===== src/sv/bpa_pkg.sv =====
`timescale 1ns / 1ps
// Package for the binary patch apply unit: phase encoding, operation and
// status codes, record layout and the 8-byte patch magic. No dependencies.
package bpa_pkg;

  typedef enum logic [6:0] {
    PH_MAGIC  = 7'b0000001,
    PH_HEADER = 7'b0000010,
    PH_RECORD = 7'b0000100,
    PH_COPY   = 7'b0001000,
    PH_DROP   = 7'b0010000,
    PH_LIT    = 7'b0100000,
    PH_HALT   = 7'b1000000
  } phase_t;

  typedef enum logic [1:0] {
    OP_PATCH_BYTE = 2'd0,
    OP_OLD_BYTE   = 2'd1,
    OP_PATCH_END  = 2'd2,
    OP_OLD_END    = 2'd3
  } op_t;

  typedef enum logic [2:0] {
    ST_RUN   = 3'd0,
    ST_DONE  = 3'd1,
    ST_MAGIC = 3'd2,
    ST_TRUNC = 3'd3,
    ST_NEG   = 3'd4,
    ST_TURN  = 3'd5
  } status_t;

  localparam int unsigned REC_LEN    = 24;
  localparam int unsigned MAGIC_LEN  = 8;
  localparam int unsigned HEADER_LEN = 8;
  localparam int unsigned MAG_BITS   = 63;

  typedef logic [7:0] byte_t;
  typedef logic [MAG_BITS-1:0] mag_t;

  // Magic text, eight ASCII bytes ending in a space
  function automatic byte_t magic_byte(input logic [2:0] idx);
    byte_t b;
    case (idx)
      3'd0:    b = 8'h4E;
      3'd1:    b = 8'h49;
      3'd2:    b = 8'h4C;
      3'd3:    b = 8'h45;
      3'd4:    b = 8'h31;
      3'd5:    b = 8'h2E;
      3'd6:    b = 8'h30;
      3'd7:    b = 8'h20;
      default: b = 8'h00;
    endcase
    return b;
  endfunction

endpackage


===== src/sv/binary_patch_apply_unit.sv =====
`timescale 1ns / 1ps
// Binary patch apply unit: top level, byte-serial patch decoder.
// Depends on bpa_pkg.
//
// Takes one patch or old-file byte per clock while in_stall is low and returns
// one result word per byte in the cycle after acceptance. The per-byte work
// (magic compare, record capture, count decode and the 63-bit count decrement)
// sits between the input handshake and a single result register, so the unit
// sustains one word per cycle; in_stall rises only while a result waits with
// res_stall high. want_old on each result tells the feeder which stream
// supplies the next data word. Once a status other than running is reported
// the unit ignores further input and repeats that status.
module binary_patch_apply_unit import bpa_pkg::*; #(
  parameter int unsigned COUNT_BITS   = 63,
  parameter int unsigned DIGEST_BYTES = 16
) (
  input  logic       clk,
  input  logic       rst,
  input  logic       in_valid,
  output logic       in_stall,
  input  logic [1:0] operation,
  input  logic [7:0] data_byte,
  output logic       res_valid,
  input  logic       res_stall,
  output logic [7:0] out_byte,
  output logic       out_valid,
  output logic       want_old,
  output logic [2:0] status
);

  localparam logic [COUNT_BITS-1:0] HEADER_SKIP = COUNT_BITS'(HEADER_LEN + 2 * DIGEST_BYTES);
  localparam logic [4:0] REC_LAST   = 5'(REC_LEN - 1);
  localparam logic [4:0] MAGIC_LAST = 5'(MAGIC_LEN - 1);

  typedef logic [COUNT_BITS-1:0] cnt_t;

  phase_t     phase, phase_next;
  logic [4:0] byte_index, byte_index_next;
  cnt_t       remaining_count, remaining_count_next;
  status_t    error_latched, error_latched_next;
  byte_t      record_bytes [REC_LEN];

  byte_t   rec_view [REC_LEN];
  mag_t    mag [3];
  cnt_t    cnt [3];
  logic    cnt_zero [3];
  logic    neg_any;
  logic    in_acc;
  op_t     op;
  byte_t   ob;
  logic    ov;

  assign in_stall = res_valid & res_stall;
  assign in_acc   = in_valid & ~in_stall;
  assign op       = op_t'(operation);

  // Record as seen this cycle: the last byte may be arriving now
  always_comb begin
    for (int i = 0; i < REC_LEN; i++) begin
      rec_view[i] = record_bytes[i];
    end
    rec_view[REC_LEN-1] = data_byte;
    if (byte_index != REC_LAST || phase != PH_RECORD) begin
      rec_view[REC_LEN-1] = record_bytes[REC_LEN-1];
    end
  end

  // Decode the three sign-magnitude counts, saturating to COUNT_BITS
  always_comb begin
    neg_any = 1'b0;
    for (int c = 0; c < 3; c++) begin
      mag[c] = {rec_view[c*8+7][6:0], rec_view[c*8+6], rec_view[c*8+5], rec_view[c*8+4],
                rec_view[c*8+3], rec_view[c*8+2], rec_view[c*8+1], rec_view[c*8]};
      cnt[c] = ((mag[c] >> COUNT_BITS) != '0) ? '1 : mag[c][COUNT_BITS-1:0];
      cnt_zero[c] = (mag[c] == '0);
      neg_any = neg_any | (rec_view[c*8+7][7] & ~cnt_zero[c]);
    end
  end

  always_comb begin
    phase_next           = phase;
    byte_index_next      = byte_index;
    remaining_count_next = remaining_count;
    error_latched_next   = error_latched;
    ob = '0;
    ov = 1'b0;
    if (in_acc) begin
      case (phase)
        PH_COPY, PH_DROP: begin
          if (op == OP_PATCH_BYTE || op == OP_PATCH_END) begin
            phase_next         = PH_HALT;
            error_latched_next = ST_TURN;
          end else if (op == OP_OLD_END) begin
            // abandon copy and drop, go to the literal part, or to the next record if it is empty
            if (cnt_zero[2]) begin
              phase_next      = PH_RECORD;
              byte_index_next = '0;
            end else begin
              phase_next           = PH_LIT;
              remaining_count_next = cnt[2];
            end
          end else begin
            if (phase == PH_COPY) begin
              ob = data_byte;
              ov = 1'b1;
            end
            remaining_count_next = remaining_count - cnt_t'(1);
            if (remaining_count == cnt_t'(1)) begin
              if (phase == PH_COPY && !cnt_zero[1]) begin
                phase_next           = PH_DROP;
                remaining_count_next = cnt[1];
              end else if (!cnt_zero[2]) begin
                phase_next           = PH_LIT;
                remaining_count_next = cnt[2];
              end else begin
                phase_next      = PH_RECORD;
                byte_index_next = '0;
              end
            end
          end
        end
        PH_HALT: begin
        end
        default: begin
          if (op == OP_OLD_BYTE) begin
            phase_next         = PH_HALT;
            error_latched_next = ST_TURN;
          end else if (op == OP_PATCH_END) begin
            phase_next = PH_HALT;
            if (phase == PH_MAGIC) begin
              error_latched_next = ST_MAGIC;
            end else if (phase == PH_RECORD && byte_index == '0) begin
              error_latched_next = ST_DONE;
            end else begin
              error_latched_next = ST_TRUNC;
            end
          end else if (op == OP_PATCH_BYTE) begin
            case (phase)
              PH_MAGIC: begin
                if (data_byte != magic_byte(byte_index[2:0])) begin
                  phase_next         = PH_HALT;
                  error_latched_next = ST_MAGIC;
                end else if (byte_index == MAGIC_LAST) begin
                  phase_next           = PH_HEADER;
                  byte_index_next      = '0;
                  remaining_count_next = HEADER_SKIP;
                end else begin
                  byte_index_next = byte_index + 5'd1;
                end
              end
              PH_HEADER: begin
                remaining_count_next = remaining_count - cnt_t'(1);
                if (remaining_count == cnt_t'(1)) begin
                  phase_next      = PH_RECORD;
                  byte_index_next = '0;
                end
              end
              PH_RECORD: begin
                byte_index_next = byte_index + 5'd1;
                if (byte_index == REC_LAST) begin
                  byte_index_next = '0;
                  if (neg_any) begin
                    phase_next         = PH_HALT;
                    error_latched_next = ST_NEG;
                  end else if (!cnt_zero[0]) begin
                    phase_next           = PH_COPY;
                    remaining_count_next = cnt[0];
                  end else if (!cnt_zero[1]) begin
                    phase_next           = PH_DROP;
                    remaining_count_next = cnt[1];
                  end else if (!cnt_zero[2]) begin
                    phase_next           = PH_LIT;
                    remaining_count_next = cnt[2];
                  end
                end
              end
              PH_LIT: begin
                ob = data_byte;
                ov = 1'b1;
                remaining_count_next = remaining_count - cnt_t'(1);
                if (remaining_count == cnt_t'(1)) begin
                  phase_next      = PH_RECORD;
                  byte_index_next = '0;
                end
              end
              default: begin
              end
            endcase
          end
        end
      endcase
    end
  end

  always_ff @(posedge clk) begin
    if (rst) begin
      phase           <= PH_MAGIC;
      byte_index      <= '0;
      remaining_count <= '0;
      error_latched   <= ST_RUN;
      res_valid       <= 1'b0;
    end else begin
      phase           <= phase_next;
      byte_index      <= byte_index_next;
      remaining_count <= remaining_count_next;
      error_latched   <= error_latched_next;
      res_valid       <= in_acc | (res_valid & res_stall);
    end
  end

  always_ff @(posedge clk) begin
    if (in_acc && phase == PH_RECORD && op == OP_PATCH_BYTE) begin
      record_bytes[byte_index] <= data_byte;
    end
    if (in_acc) begin
      out_byte  <= ob;
      out_valid <= ov;
      want_old  <= (phase_next == PH_COPY) || (phase_next == PH_DROP);
      status    <= (phase_next == PH_HALT) ? error_latched_next : ST_RUN;
    end
  end

endmodule


===== config.mk =====
export PLATFORM = sky130hd
export DESIGN_NAME = binary_patch_apply_unit
export DESIGN_NICKNAME = d
export VERILOG_FILES = /design/src/sv/bpa_pkg.sv /design/src/sv/binary_patch_apply_unit.sv
export SDC_FILE = /design/constraint.sdc
export NUM_CORES = 1
export LEC_CHECK = 0
export BUFFER_PORTS_ARGS = -buffer_cell sky130_fd_sc_hd__buf_2
export CORE_ASPECT_RATIO = 0.7
export CORE_MARGIN = 3
export CORE_UTILIZATION = 25
export CTS_CLUSTER_DIAMETER = 60
export DETAILED_ROUTE_END_ITERATION = 16
export GPL_TIMING_DRIVEN = 0
export SYNTH_ARGS = -nofsm -noshare
export SYNTH_HDL_FRONTEND = slang
export SYNTH_SLANG_ARGS = --single-unit

===== constraint.sdc =====
create_clock -name clk -period 5.5 [get_ports clk]
set_input_delay 1.65 -clock clk [delete_from_list [all_inputs] [get_ports clk]]
set_output_delay 1.65 -clock clk [all_outputs]
set_load 0.01 [all_outputs]

### Yosys cells after proc, flatten, opt, wreduce, memory -nomap -nowiden

Memories as Yosys holds them, arrays and structs flattened. A register that Yosys moved wholly into a read port is not among the register bits.
Index checks and enable logic that the tools add are counted.

* bitwise operators: 13
* $add $sub $neg: 2
* equal/unequal tests: 29
* reductions and logical operators: 20
* multiplexer cells: 89

Operators with widths (count)
* $mux 63: 15
* $logic_not 63->1: 3
* $pmux 63 s3: 1
* $pmux 63 s2: 1
* $mux 8: 14
* $mux 7: 15
* $eq 63x1->1 const B: 1
* $sub 63x1->63 const B: 1
* $mux 5: 12
* $mux 3: 10
* $reduce_and 11->1: 2
* $pmux 7 s3: 1
* $pmux 8 s2: 1
* $pmux 5 s3: 1
* $eq 7x4->1 const B: 2
* $eq 7x5->1 const B: 2
* $eq 7x7->1 const B: 2
* $pmux 7 s2: 1
* $mux 6: 2
* $pmux 3 s2: 2
* $pmux 5 s2: 1
* $mux 1: 9
* $ne 3x1->1 const B: 3
* $ne 8x8->1: 1
* 29 further kinds: 50

* flip-flop bits (word level): 92
* bits in writable memories: 192
* memory bits (read-only): 56
* input bits: 14
* memories kept: 2

Memory list
* record_bytes: depth 24, width 8, read ports 24, clocked after memory_dff 0, wr ports 1, line binary_patch_apply_unit.sv:41 `byte_t record_bytes [REC_LEN];`
* (name not given): depth 8, width 7, read ports 1, clocked after memory_dff 1, wr ports 0, line bpa_pkg.sv:43 `case (idx)`

### Logic depth before layout (Yosys ltp)

* depth after elaboration: 17
* depth in mapped cells: 14

### Worst setup path after synthesis

Ideal clock, no wire load.

* path kind: input-to-reg
* start point: in data_byte[3]
* end point: reg remaining_count[16]
* path buffers: 4
* slack: 1177 ps
* stages on the path: 13
* data arrival time: 4248 ps
* library setup time: 76 ps
* cells stage by stage: or4_1 -> nor4_1 -> mux2_2 -> clkbuf_1 -> and2_1 -> clkbuf_1 -> clkbuf_1 -> buf_1 -> a21oi_1 -> nor2_1 -> a2bb2oi_1 -> o21ai_0 -> o22ai_1

* longest elaborated chain between the ends: 12
* elaborated cells on any way between the ends: 24
* those cells by class: eq/ne (3); mux (16); bitwise (3); reduce/logical (2)

Ends and longest elaborated chain
* start: declaration: line binary_patch_apply_unit.sv:22 `input logic [7:0] data_byte,`
* $mux 8: line binary_patch_apply_unit.sv:63 `if (byte_index != REC_LAST || phase != PH_RECORD) begin`
* $logic_not 63->1: line binary_patch_apply_unit.sv:75 `cnt_zero[c] = (mag[c] == '0);`
* $mux 63 (5 in a row)
* $pmux 63 s3
* $mux 63 (3 in a row)
* $pmux 63 s2: line binary_patch_apply_unit.sv:88 `case (phase)`
* end signal: assignment: line binary_patch_apply_unit.sv:205 `remaining_count <= remaining_count_next;`
* end: declaration: line binary_patch_apply_unit.sv:39 `cnt_t remaining_count, remaining_count_next;`

Several ways; a longest one is shown, not always the timed one. The select of a mux whose other input is x is not followed.
A chain may end at the register's enable or synchronous reset.

### Worst setup path in the final report

* start point: reg remaining_count[42]
* end point: reg remaining_count[12]

* longest elaborated chain between the ends: 5

Ends and longest elaborated chain
* $eq 63x1->1: line binary_patch_apply_unit.sv:108 `if (remaining_count == cnt_t'(1)) begin`
* $mux 63: line binary_patch_apply_unit.sv:108
* $mux 63: line binary_patch_apply_unit.sv:93 `end else if (op == OP_OLD_END) begin`
* $mux 63: line binary_patch_apply_unit.sv:90 `if (op == OP_PATCH_BYTE || op == OP_PATCH_END) begin`
* $pmux 63 s2: line binary_patch_apply_unit.sv:88

Every way passes these cells. The select of a mux whose other input is x is not followed.

==> results.json <==
{
  "placementRows": 77,
  "critPathRequiredTime_ns": 5.92,
  "die_area_sq_um": 67970,
  "fin_area_sq_um": 18940,
  "hold_violations": 0,
  "cts_buffer_depth": 3,
  "synth_top_flop_cell": "edfxtp_1",
  "utilization_pct": 29.75,
  "io_buffers": 26,
  "ys_types": 79,
  "syn_nets": 1767,
  "cts_tree": "yes",
  "grt_pass1_wl_microns": 146400,
  "post_drt_wl_per_cell_microns": 41.29,
  "syn_area_sq_um": 16210,
  "post-place-ws_ns": -1.984,
  "place.gp.congestion": 1.037,
  "cellPowerDensity_nw_per_um2": 299.4,
  "min-delay-path-class": "reg -> reg",
  "clockRootBuffer": "clkbuf_16",
  "r2r_end": "remaining_count[12]$_SDFFE_PP0P_",
  "fin_ws_ns": -0.3030,
  "ys_seq_area_share_pct": 48.61,
  "fillCellCount": 6751,
  "place_inst": 2647,
  "fp.dieW_microns": 310.3,
  "drive_gt1_share_pct": 9.115,
  "htree_levels": 2,
  "placed_cell_area_sq_um": 17520,
  "synth_warnings": 0,
  "p_comb_share_pct": 10.6,
  "drc_errors": 0,
  "cts_sinks": 291,
  "reg2regPathDepth": 10,
  "switching_power_mw": 1.634,
  "failed_checks": "capacitance limit, slew limit, setup timing",
  "p_clk_share_pct": 47.6,
  "overflow": 0,
  "cp.arrival_ns": 6.23,
  "critical_path.endpoint_type": "flip-flop",
  "cell_internal_pwr_mw": 4.039,
  "fin_crit_sh_pct": 105.5,
  "worstPathMaxFanout": 10,
  "status": "complete, but fails checks",
  "maxClockFrequency_ghz": 0.1723,
  "skew_ns": 0.03840,
  "num_vias": 17128,
  "hpwl_microns": 81040,
  "crit_start": "remaining_count[42]$_SDFFE_PP0P_",
  "switching_share_pct": 28.80,
  "syn_avg_cell_area_sq_um": 9.277,
  "num-nets-final": 1844,
  "p_leak_nw": 6.228,
  "final-instance-count-excl-fill": 2725,
  "initial_core_util_pct": 25.45,
  "insertion_delay_ns": 0.61,
  "setup_viol": 16,
  "hold_depth": 2,
  "dr.pass1.iters": 6,
  "grt_max_degree": 29,
  "synth_cells": 1747,
  "grt_pass1_vias": 15252,
  "clk_pin_slew_ns": 0.06,
  "antenna_left": 0,
  "maxSlewViolCount": 55,
  "fin_crit_ns": 5.803,
  "synth-edff-count": 205,
  "synth_seq_cells": 291,
  "viasPerCell": 6.286,
  "critical_path.startpoint_type": "flip-flop",
  "cts_buffers": 40,
  "synthArstFlopShare_pct": 0,
  "core_sq_um": 63680,
  "seq_power_share_pct": 41.8,
  "die_h_microns": 219.0,
  "critPathKind": "reg -> reg",
  "antenna_found_initial": 8,
  "reg2reg_slack_ns": -0.30,
  "slew-limit-headroom_pct": -8.867,
  "r2r-start": "remaining_count[42]$_SDFFE_PP0P_",
  "drtIter0Drc": 3191,
  "cap_viol_max_count": 5,
  "ir_drop_mv": 0.1809,
  "wl_microns": 112500,
  "crit_end": "remaining_count[12]$_SDFFE_PP0P_",
  "power.total_mw": 5.673,
  "tightest_slew_ns": 1.633,
  "syn_to_final_growth_pct": 16.89,
  "io_pins": 29,
  "gr-usage-all-layers_pct": 32.54
}
cell families (layout without fill, tap and decap cells):
group,Yosys count,after routing,share of synthesized area [%]
other,0,2,0
XOR/XNOR,68,68,3.675
buffers and inverters,153,260,3.621
multiplexers,53,53,3.397
flip-flops,291,291,48.61
AND/OR/NAND/NOR,626,626,19.01
adder cells (fa/ha/maj),6,6,0.4632
AO/OA/AOI/OAI,550,550,21.22
timing repair:
item | 4_1_cts | 5_1_grt
endpoints found under the hold margin | 0 | 0
setup endpoints to repair | 81 | 35
hold buffers | 0 | 0
setup buffers | 0 | 2
resized for setup | 27 | 13
pin swaps | 0 | 1
cells in the mapped netlist, types with 13 or more instances:
master,number,share of area [%]
nor3_1,69,2.1
nand2_1,141,3.3
o211ai_1,18,0.83
dfxtp_1,86,11
nor4_1,78,3.0
and2_1,15,0.58
o21ai_0,126,3.9
or4_1,22,1.0
mux2_2,16,1.1
mux2i_1,37,2.3
o221ai_1,27,1.5
a31oi_1,20,0.77
nand3_1,38,1.2
o22ai_1,33,1.3
xnor2_1,44,2.4
o31ai_1,14,0.65
clkbuf_1,114,2.6
xor2_1,24,1.3
nor2_1,178,4.1
or3_1,16,0.62
nand4_1,18,0.69
inv_1,27,0.63
a21oi_1,182,5.6
a211o_1,13,0.70
a211oi_1,25,1.2
edfxtp_1,205,38
flip-flops by register name, summed over array words and instances (netlist names), named ones only:
name             count
out_byte             8
remaining_count     63
res_valid            1
phase                7
want_old             1
record_bytes       192
out_valid            1
error_latched        3
byte_index           5
status               3
worst min-delay path by stage:
stage	from	endpoint	slack, ns
6_report	error_latched[1]$_SDFF_PP0_	error_latched[1]$_SDFF_PP0_	0.54
5_1_grt	remaining_count[15]$_SDFFE_PP0P_	remaining_count[15]$_SDFFE_PP0P_	0.56
3_5_place_dp	remaining_count[1]$_SDFFE_PP0P_	remaining_count[1]$_SDFFE_PP0P_	0.54
4_1_cts	remaining_count[1]$_SDFFE_PP0P_	remaining_count[1]$_SDFFE_PP0P_	0.54
2_1_floorplan	error_latched[1]$_SDFF_PP0_	error_latched[1]$_SDFF_PP0_	0.45
3_3_place_gp	remaining_count[29]$_SDFFE_PP0P_	remaining_count[29]$_SDFFE_PP0P_	0.53
worst max-delay path, cell delays in order (launching register included):
cell and delay (ns):
dfxtp_1 0.30, clkbuf_1 0.64, or4_1 0.53, or4_1 0.55, nor3_1 0.19, nand3_1 0.38, clkbuf_1 1.10, clkbuf_1 1.13
o21ai_0 0.31, a211oi_1 0.35, nor3_1 0.08
final cells by class:
type / instances / area (sq um) / share of cell area [%]
clock buffers: 54 / 1064 / 5.614
multi-input cells: 1303 / 7796 / 41.15
clock inverters: 18 / 221.5 / 1.169
diodes: 2 / 5.005 / 0.02642
flip-flops and latches: 291 / 7878 / 41.58
well taps: 869 / 1087 / 5.739
plain buffers: 125 / 543.0 / 2.866
inverters: 28 / 105.1 / 0.5548
repair buffers: 35 / 245.2 / 1.294
cell usage in the layout (no fill, tap or decap), drive strengths merged, types with 37 or more instances in the layout:
master,count
a21oi,185
buf,43
clkbuf,167
dfxtp,86
edfxtp,205
mux2i,37
nand2,141
nand3,38
nor2,178
nor3,70
nor4,78
o21ai,131
xnor2,44
per-stage QoR:
step	hold WS, ns	TNS [ns]
6_report	0.5434	-2.001
5_1_grt	0.5638	-0.02128
4_1_cts	0.5450	0
3_5_place_dp	0.5372	-98.07
3_3_place_gp	0.5277	-104.11
2_1_floorplan	0.4463	0
metal layers:
metal | vias to the layer above | GRT usage [%] | wire, microns
met5 | - | 0 | 0
met4 | 0 | 9.657 | 3566
li1 | 6839 | - | -
met2 | 1439 | 41.20 | 41240
met3 | 168 | 15.19 | 18350
met1 | 8682 | 47.80 | 49370
power by group through the flow:
stage	sequential (mW)	clock [mW]	combinational [mW]
floorplan	2.41	0	0.312
global placement	2.41	0	0.575
detailed placement	2.41	0	0.566
CTS	2.37	2.70	0.570
global route	2.37	2.77	0.633
finish	2.37	2.70	0.603
Note: power is estimated with default switching activity, not from simulation.
